<file path="src/hw/rtl/alts_div.sv">
// Restoring divider, one quotient bit per cycle, for the weight scaling.
// Standalone; expects num / 2^QW to be below den.
module alts_div #(
	parameter int NW = 41,
	parameter int DW = 25,
	parameter int QW = 25
) (
	input  logic          clk,
	input  logic          arst_n,
	input  logic          start,
	input  logic [NW-1:0] num,
	input  logic [DW-1:0] den,
	output logic          done,
	output logic [QW-1:0] quo
);
	localparam int CNTW = $clog2(QW + 1);

	logic [DW-1:0]   rem_q;
	logic [QW-1:0]   sh_q;
	logic [DW-1:0]   den_q;
	logic [CNTW-1:0] cnt_q;
	logic            busy_q;
	logic            done_q;
	logic [DW:0]     trial;
	logic            fits;

	assign trial = {rem_q, sh_q[QW-1]};
	assign fits  = trial >= {1'b0, den_q};

	always_ff @(posedge clk or negedge arst_n) begin
		if (!arst_n) begin
			busy_q <= 1'b0;
			done_q <= 1'b0;
			cnt_q  <= '0;
		end else begin
			done_q <= 1'b0;
			if (start) begin
				busy_q <= 1'b1;
				cnt_q  <= CNTW'(QW);
			end else if (busy_q) begin
				cnt_q <= cnt_q - CNTW'(1);
				if (cnt_q == CNTW'(1)) begin
					busy_q <= 1'b0;
					done_q <= 1'b1;
				end
			end
		end
	end

	always_ff @(posedge clk) begin
		if (start) begin
			rem_q <= DW'(num >> QW);
			sh_q  <= num[QW-1:0];
			den_q <= den;
		end else if (busy_q) begin
			// shift the next numerator bit into the remainder, the quotient bit in at the bottom
			rem_q <= fits ? DW'(trial - {1'b0, den_q}) : trial[DW-1:0];
			sh_q  <= {sh_q[QW-2:0], fits};
		end
	end

	assign done = done_q;
	assign quo  = sh_q;
endmodule

</file>
<file path="config.mk">
export PLATFORM = sky130hd
export DESIGN_NAME = alts_div
export DESIGN_NICKNAME = d
export VERILOG_FILES = /design/src/hw/rtl/alts_div.sv
export SDC_FILE = /design/constraint.sdc
export NUM_CORES = 1
export LEC_CHECK = 0
export BUFFER_PORTS_ARGS = -buffer_cell sky130_fd_sc_hd__buf_2
export CELL_PAD_IN_SITES_DETAIL_PLACEMENT = 0
export CELL_PAD_IN_SITES_GLOBAL_PLACEMENT = 1
export CORE_MARGIN = 5
export CORE_UTILIZATION = 47
export CTS_CLUSTER_DIAMETER = 100
export DETAILED_ROUTE_END_ITERATION = 7
export PLACE_DENSITY = 0.95
export SLEW_MARGIN = 20
export SYNTH_ARGS = -nofsm -noshare
export SYNTH_HDL_FRONTEND = slang
export SYNTH_SLANG_ARGS = --single-unit
</file>
<file path="constraint.sdc">
create_clock -name clk -period 5.56 [get_ports clk]
set_input_delay 0.556 -clock clk [delete_from_list [all_inputs] [get_ports clk]]
set_output_delay 0.556 -clock clk [all_outputs]
set_load 0.05 [all_outputs]
</file>
==> results of run 1 <==
## logic make-up (layout without fill, tap and decap cells)
family	Yosys count	in the layout	share of synthesized area, %
AOI/OAI and AO/OA	100	100	15.6
xor gates and xnor gates	24	24	4.35
adders and majority gates	28	28	7.41
buffers and inverters	50	143	4.38
DFF	82	82	48.4
muxes	33	33	7.57
and+or+nand+nor	120	120	12.3
## layout make-up
cell class | count | area (µm²) | share of cell area, %
multi-input cells | 305 | 2280 | 40.9
well taps | 136 | 170 | 3.05
flip-flops and latches | 82 | 2340 | 42.0
inverters | 31 | 116 | 2.09
clock inverters | 7 | 52.6 | 0.943
clock buffers | 9 | 124 | 2.22
repair buffers | 96 | 490 | 8.81
## power by group
group / internal, mW / switching (mW)
clock network: 0.166 / 0.233
logic: 0.524 / 0.776
registers: 0.816 / 0.0826
total: 1.51 / 1.09
## sequential cells by signal, indices dropped and copies added, names as in the netlist
signal	flops
rem_q	25
cnt_q	5
den_q	25
busy_q	1
done	1
quo	25
## worst max-delay path, stage by stage (launching register included)
cell	delay, ns
edfxtp_1	0.39
inv_1	0.09
ha_1	0.17
inv_1	0.05
fa_1	0.43
a211oi_2	0.30
o211ai_2	0.14
a211oi_1	0.35
o2111ai_2	0.20
nand2_2	0.13
o311a_2	0.59
nor2_1	0.09
a221o_1	0.35
## per-layer routing
| metal | wire [µm] | part of all wire, % |
|---|---|---|
| met1 | 4600 | 44 |
| met2 | 4830 | 47 |
| met3 | 760 | 7.3 |
| met4 | 161 | 1.6 |
| met5 | 0 | 0 |
## cells in the final DEF (no fill, tap or decap), types with 4 or more instances in the layout
master | netlist | final
buf_2 | 1 | 93
edfxtp_1 | 66 | 66
nand2_1 | 44 | 44
inv_1 | 31 | 31
mux2_2 | 28 | 28
ha_1 | 27 | 27
nor2_1 | 23 | 23
a21oi_1 | 20 | 20
o21ai_0 | 19 | 19
xnor2_1 | 15 | 15
a21o_1 | 10 | 10
nor3_1 | 9 | 9
xor2_1 | 9 | 9
nand3b_1 | 9 | 9
clkbuf_8 | 0 | 9
dfxtp_1 | 9 | 9
o311ai_1 | 8 | 8
a311oi_1 | 7 | 7
dfrtp_1 | 7 | 7
nand2b_1 | 6 | 6
a211oi_1 | 6 | 6
nand3_1 | 5 | 5
nand4_1 | 5 | 5
mux2i_1 | 5 | 5
o211ai_1 | 4 | 4
nor3b_1 | 4 | 4
## worst paths after layout
check	to	depth (start not counted)	slack (ns)	start
worst max-delay path	rem_q[11]	12	2.02	quo[24]
worst min-delay path	den_q[6]	1	0.36	den[6]
worst max register to register	rem_q[11]	12	2.02	quo[24]
worst min register to register	rem_q[19]	2	0.51	rem_q[18]
max in group asynchronous	cnt_q[0]	2	4.85	arst_n
min in group asynchronous	cnt_q[3]	2	0.55	arst_n
## per-stage QoR
step / hold slack (ns) / cell area [µm²] / total power [mW] / util (%) / setup WS [ns]
final: 0.365 / 5570 / 2.60 / 54.7 / 2.02
after global routing: 0.348 / 5570 / 2.80 / 54.7 / 1.67
after CTS: 0.00109 / 5560 / 2.61 / 54.6 / 2.00
after detailed placement: 0.398 / 5380 / 2.21 / 52.9 / 2.03
after global placement: 0.395 / 5380 / 2.17 / 52.9 / 2.15
after floorplan: 0.260 / 4830 / 1.96 / - / 2.27
==> flow_summary.ini, run 1 <==
[cts]
cts_root_buf = clkbuf_8
cts_tree = yes
cts.clk_slew.worst_paths_ns = 0.10
cts_made_buffers = 9
cts_setup_buffers = 0
cts_buffer_depth = 2
clk_latency_ns = 0.36
ctsResizeCount = 0
clock-sinks = 82
hold_buffers = 0
htreeDepth = 3

[cells_and_area]
drive_gt1_share_pct = 29.1
final-instance-count-excl-fill = 666
num-nets-final = 622
antennaDiodeCount = 0
fill_cells = 958
syn_to_final_growth_pct = 15.4

[global_route]
use_met2_pct = 27.6
grt_max_degree = 87
grtUsageTotal_pct = 17.0
use_met1_pct = 21.6
antenna_found_initial = 0
grt_pass1_vias = 3799
grt_busiest_layer = met2
grt-ovfl-total = 0
grt_pass1_wl_mm = 17.6
gr-usage-met3_pct = 5.65

[floorplanning]
floorplan.initialDensity_pct = 47.4
boundaryPins = 95
rows = 37
die_y_um = 111
die_area_um2 = 12400
fp.coreArea_um2 = 10200
die_x_um = 111

[route]
vias_per_cell = 5.44
first_pass_iters = 4
drtIter0Drc = 138
drcViolationCount = 0
wl_per_cell_um = 15.5
wirelength_mm = 10.4
antenna_left = 0
via_count = 3620

[min_path]
min_path_type = primary input to register

[power_and_ir_drop]
peakVddDrop_uv = 254
p_leak_nw = 2.39
cellPowerDensity_nw_per_um2 = 466

[synthesis]
synth.cell_area_um2 = 4830
ys_seq_elements = 82
yosysMostFrequentCell = edfxtp_1
syn_inst = 437
synth_ff_type = edfxtp_1
yosys.cell_types.count = 60
syn_avg_cell_area_um2 = 11.0
synthTopCellsByArea = edfxtp_1 41%, ha_1 7.0%, mux2_2 6.5%
synth_warnings = 0
yosysTopAreaCellShare_pct = 41.0
synth_edf_count = 66
synth_common_cells = 66 x edfxtp_1, 44 x nand2_1, 31 x inv_1
ys_seq_area_share_pct = 48.4
synth_fp_nets = 534
async_flop_share_pct = 8.54
synth_top_area_cell = edfxtp_1

[timing]
setup_viol = 0
fin_crit_ns = 3.54
rsz0062_at_grt = no
timing.fmax_mhz = 283
finalClockSkew_ns = 0.0144
finalCritPeriodShare_pct = 63.6
drv_slew = 0
worstMarginPinSlew_ns = 0.975
final_hold_viol_count = 0
finalSetupTns_ns = 0
slew_headroom_pct = 35.0

[critical_path]
required_ns = 5.67
worst_ep_arrival_time_ns = 3.65
worstPathMaxFanout = 30
path_class = register to register
endpoint_kind = register
cp-start-kind = register

[status]
status = finished, final reports clean

[placement]
hpwl_mm = 7.62
dpl.cell_count = 649
place_congestion = 0.877
placement.io_buffers = 94

[job]
max-cap-violations = 0
No activity file was read; power rests on OpenSTA's default activity.
==> run 2, diff against run 1 <==
Settings changed: CORE_UTILIZATION 47 to 44, PLACE_DENSITY 0.95 to 0.93.
Clock period 5.56 ns to 3.4 ns, I/O delays scaled along.
==> flow_summary.ini, run 2 (synthesis gave the netlist of run 1 again) <==
[critical_path]
endpoint_kind = register
cp-start-kind = register
worst_ep_arrival_time_ns = 3.24
r2r_slack_ns = 0.29
r2r_start = quo[24]
r2r-end = rem_q[3]
path_class = register to register
ff2ff_path_depth = 12
required_ns = 3.53
worstPathMaxFanout = 3

[cells_and_area]
final-instance-count-excl-fill = 674
num-nets-final = 627
layout_common_cells = 93 x buf_2, 66 x edfxtp_1, 44 x nand2_1
syn_to_final_growth_pct = 16.4
final_common_cell = buf_2
fill_cells = 966
drive_gt1_share_pct = 29.6
antennaDiodeCount = 0

[timing]
setup_viol = 0
fin_crit_ns = 3.11
worstMarginPinSlew_ns = 1.03
finalCritPeriodShare_pct = 91.4
slew_headroom_pct = 31.6
finalClockSkew_ns = 0.0115
drv_slew = 0
finalSetupTns_ns = 0
timing.fmax_mhz = 322
final_hold_viol_count = 0
rsz0062_at_grt = no

[placement]
placement.io_buffers = 94
place_congestion = 0.829
dpl.cell_count = 658
hpwl_mm = 7.67

[min_path]
holdPathStages = 1
hold_path_end = den_q[6]
min_path_type = primary input to register
hp-start = den[6]

[route]
via_count = 3644
drtIter0Drc = 202
vias_per_cell = 5.41
first_pass_iters = 5
antenna_left = 0
wirelength_mm = 10.5
drcViolationCount = 0
wl_per_cell_um = 15.6

[power_and_ir_drop]
pwr-share-comb_pct = 51.3
swShare_pct = 41.7
p_leak_nw = 2.40
p_total_mw = 4.31
p_int_mw = 2.51
p_sw_mw = 1.80
cellPowerDensity_nw_per_um2 = 767
clock_power_share_pct = 14.7
pwr-share-seq_pct = 34.1
peakVddDrop_uv = 400

[floorplanning]
rows = 38
die_y_um = 115
boundaryPins = 95
fp.coreArea_um2 = 10800
die_x_um = 115
floorplan.initialDensity_pct = 44.7
die_area_um2 = 13200

[global_route]
grt-ovfl-total = 0
antenna_found_initial = 0
grt_pass1_vias = 3720
grtUsageTotal_pct = 16.6
grt_pass1_wl_mm = 17.3
grt_max_degree = 63

[cts]
cts_made_buffers = 9
htreeDepth = 3
cts.clk_slew.worst_paths_ns = 0.09
cts_buffer_depth = 2
clk_latency_ns = 0.38
cts_root_buf = clkbuf_8
cts_tree = yes
clock-sinks = 82

[job]
max-cap-violations = 0

[status]
status = finished, final reports clean
## run 2: changes by cell type in the layout (fill, tap and decap cells not counted), sizes merged
cell      change
clkinv        -1
inv           -2
clkinvlp      +2
buf           +5
## run 2: critical path, stage by stage, from the launching register on
cell and delay, ns:
edfxtp_1 0.40, inv_1 0.09, ha_1 0.16, inv_1 0.05
fa_1 0.44, a211oi_2 0.30, o211ai_2 0.17, a211oi_2 0.29
o2111ai_2 0.17, nand2_2 0.14, o311ai_4 0.09, mux2_2 0.30
mux2_2 0.25
## run 2: area by class of cell
cell class              instances  area, µm²  area share (%)
well taps                     140        175            3.12
flip-flops and latches         82       2340            41.6
clock inverters                 6       43.8           0.779
multi-input cells             305       2290            40.8
inverters                      31        116            2.07
repair buffers                101        528            9.40
clock buffers                   9        124            2.20
## run 2: how the worst max path moves through the flow
| stage | endpoint | from | slack, ns |
|---|---|---|---|
| floorplan | rem_q[3] | quo[24] | 0.11 |
| CTS | rem_q[20] | quo[24] | 0.17 |
| detailed placement | rem_q[24] | quo[24] | 0.21 |
| global route | rem_q[20] | quo[24] | 0.04 |
| finish | rem_q[3] | quo[24] | 0.29 |
| global placement | rem_q[11] | quo[24] | 0.30 |
## run 2: layer usage
layer | track usage [%] | part of all wire [%] | up-vias
met2 | 26.0 | 45 | 114
li1 | - | - | 1812
met4 | 7.12 | 1.8 | 0
met5 | 0 | 0 | -
met3 | 5.95 | 8.6 | 16
met1 | 20.8 | 44 | 1702
## run 2: timing repair
item                       in CTS  in global routing
hold endpoints to repair        7                  0
setup buffers                   0                  0
setup endpoints to repair       0                  4
hold buffers                    1                  0
resized for setup               0                  2
## run 2: through the flow
stage	util, %	area [µm²]	setup slack [ns]	hold WS [ns]
after floorplan	-	4830	0.111	0.0444
after global placement	50.3	5430	0.301	0.178
after detailed placement	50.3	5430	0.210	0.181
after CTS	51.9	5600	0.166	0.116
after global routing	52.1	5620	0.0449	0.113
final	52.1	5620	0.292	0.130
## run 2: power by group through the flow
stage / combinational [mW] / clock (mW) / sequential [mW]
detailed placement: 2.18 / 0 / 1.48
floorplan: 1.61 / 0 / 1.60
finish: 2.21 / 0.632 / 1.47
CTS: 2.19 / 0.650 / 1.47
global placement: 2.13 / 0 / 1.48
global route: 2.43 / 0.702 / 1.50
==> run 3, diff against run 2 <==
--- a/config.mk
+++ b/config.mk
@@ -12,3 +12,2 @@
 export CORE_UTILIZATION = 44
-export CTS_CLUSTER_DIAMETER = 100
 export DETAILED_ROUTE_END_ITERATION = 7
==> constraint.sdc (replaced) <==
create_clock -name clk -period 3.4 [get_ports clk]
set_input_delay 0.51 -clock clk [delete_from_list [all_inputs] [get_ports clk]]
set_output_delay 0.51 -clock clk [all_outputs]
set_load 0.05 [all_outputs]
==> flow_summary.ini, run 3 (synthesis gave the netlist of run 1 again) <==
[floorplanning]
die_y_um = 115
die_x_um = 115
rows = 38
die_area_um2 = 13200
floorplan.initialDensity_pct = 44.7
boundaryPins = 95
fp.coreArea_um2 = 10800

[cts]
htreeDepth = 3
clk_latency_ns = 0.36
cts_made_buffers = 9
cts.clk_slew.worst_paths_ns = 0.08
cts_buffer_depth = 2
cts_tree = yes
cts_root_buf = clkbuf_8
clock-sinks = 82

[route]
via_count = 3640
wirelength_mm = 10.2
first_pass_iters = 4
antenna_left = 0
vias_per_cell = 5.39
drtIter0Drc = 148
wl_per_cell_um = 15.2
drcViolationCount = 0

[timing]
finalClockSkew_ns = 0.00817
whs_ns = 0.314
slew_headroom_pct = 33.7
drv_slew = 0
final_hold_viol_count = 0
timing.fmax_mhz = 317
rsz0062_at_grt = no
setup_viol = 0
worstMarginPinSlew_ns = 0.995
fin_crit_ns = 3.15
finalCritPeriodShare_pct = 92.8
finalSetupTns_ns = 0

[critical_path]
path_class = register to register
worstPathMaxFanout = 3
r2r_slack_ns = 0.25
slowest_stage = fa_1
path_cells = inv_1, ha_1, inv_1, fa_1, a211oi_2, o211ai_2, a21boi_0, o21ai_0, a21o_1, a211o_1, nand4_1, a311oi_2
crit_family = compound AO/OA/AOI/OAI gates
critPathBufInv = 2
slowest_delay_ns = 0.44
cp-start-kind = register
worst_ep_arrival_time_ns = 3.38
endpoint_kind = register
required_ns = 3.63
cp_common_cell = inv_1

[placement]
place_congestion = 0.815
placement.io_buffers = 94
hpwl_mm = 7.61

[power_and_ir_drop]
cellPowerDensity_nw_per_um2 = 790
peakVddDrop_uv = 405
p_leak_nw = 2.44
p_total_mw = 4.50

[status]
status = finished, final reports clean

[global_route]
antenna_found_initial = 0
grtUsageTotal_pct = 16.4
grt_pass1_vias = 3705
grt_pass1_wl_mm = 17.0
grt_max_degree = 52
grt-ovfl-total = 0

[cells_and_area]
syn_to_final_growth_pct = 17.9
drive_gt1_share_pct = 29.7
antennaDiodeCount = 0
num-nets-final = 627
layout_common_cells = 93 x buf_2, 66 x edfxtp_1, 44 x nand2_1
final_common_cell = buf_2

[min_path]
min_path_type = primary input to register

[job]
max-cap-violations = 0
==> run 3: changes by cell type in the layout (fill, tap and decap cells not counted) <==
cell        change
inv_6           -1
clkinvlp_4      -1
bufinv_16       +3
==> run 3: layout make-up <==
cell class | instances | area (µm²)
Clock inverter | 7 | 118
Fill cell | 963 | 5100
Timing Repair Buffer | 101 | 528
Clock buffer | 9 | 124
Inverter | 31 | 116
Sequential cell | 82 | 2340
Tap cell | 140 | 175
Multi-Input combinational cell | 305 | 2290
==> run 3: final timing paths <==
| kind | from | to | cells past startpoint |
|---|---|---|---|
| worst min register to register | rem_q[17] | rem_q[18] | 2 |
| min in group asynchronous | arst_n | cnt_q[3] | 2 |
| worst min-delay path | den[7] | den_q[7] | 1 |
| worst max-delay path | quo[24] | rem_q[24] | 12 |
| max in group asynchronous | arst_n | cnt_q[2] | 2 |
| worst max register to register | quo[24] | rem_q[24] | 12 |
==> run 3: worst register-to-register path, delay by kind of cell (launching register included) <==
kind	cells	cell delay, ns
simple gates	1	0.10
flops	1	0.39
fa+ha+maj	2	0.60
buf+inv	2	0.14
compound gates	7	1.78
==> run 3: stage by stage <==
| stage | area [µm²] | instances | setup slack (ns) | util (%) |
|---|---|---|---|---|
| global placement | 5430 | 658 | 0.212 | 50.3 |
| global route | 5690 | 675 | 0.0127 | 52.7 |
| CTS | 5680 | 675 | 0.0393 | 52.6 |
| floorplan | 4830 | 437 | 0.111 | - |
| detailed placement | 5430 | 658 | 0.0577 | 50.3 |
| finish | 5690 | 675 | 0.245 | 52.7 |
==> run 3: power breakdown <==
part           switching [mW]  total [mW]  internal (mW)
sequential              0.132        1.47           1.33
clock                   0.358       0.844          0.486
combinational            1.28        2.19          0.903
==> run 3: layer usage <==
layer,up-vias,share of wire [%],GRT usage (%)
li1,1807,-,-
met1,1710,44,20.1
met2,107,46,25.7
met3,16,8.9,6.79
met4,0,1.7,6.49
met5,-,0,0
==> run 3: timing repair <==
item                                    4_1_cts  5_1_grt
resized for setup                             0        2
hold buffers                                  1        0
endpoints found under the setup margin        0       17
endpoints found under the hold margin         7        0
setup buffers                                 0        0
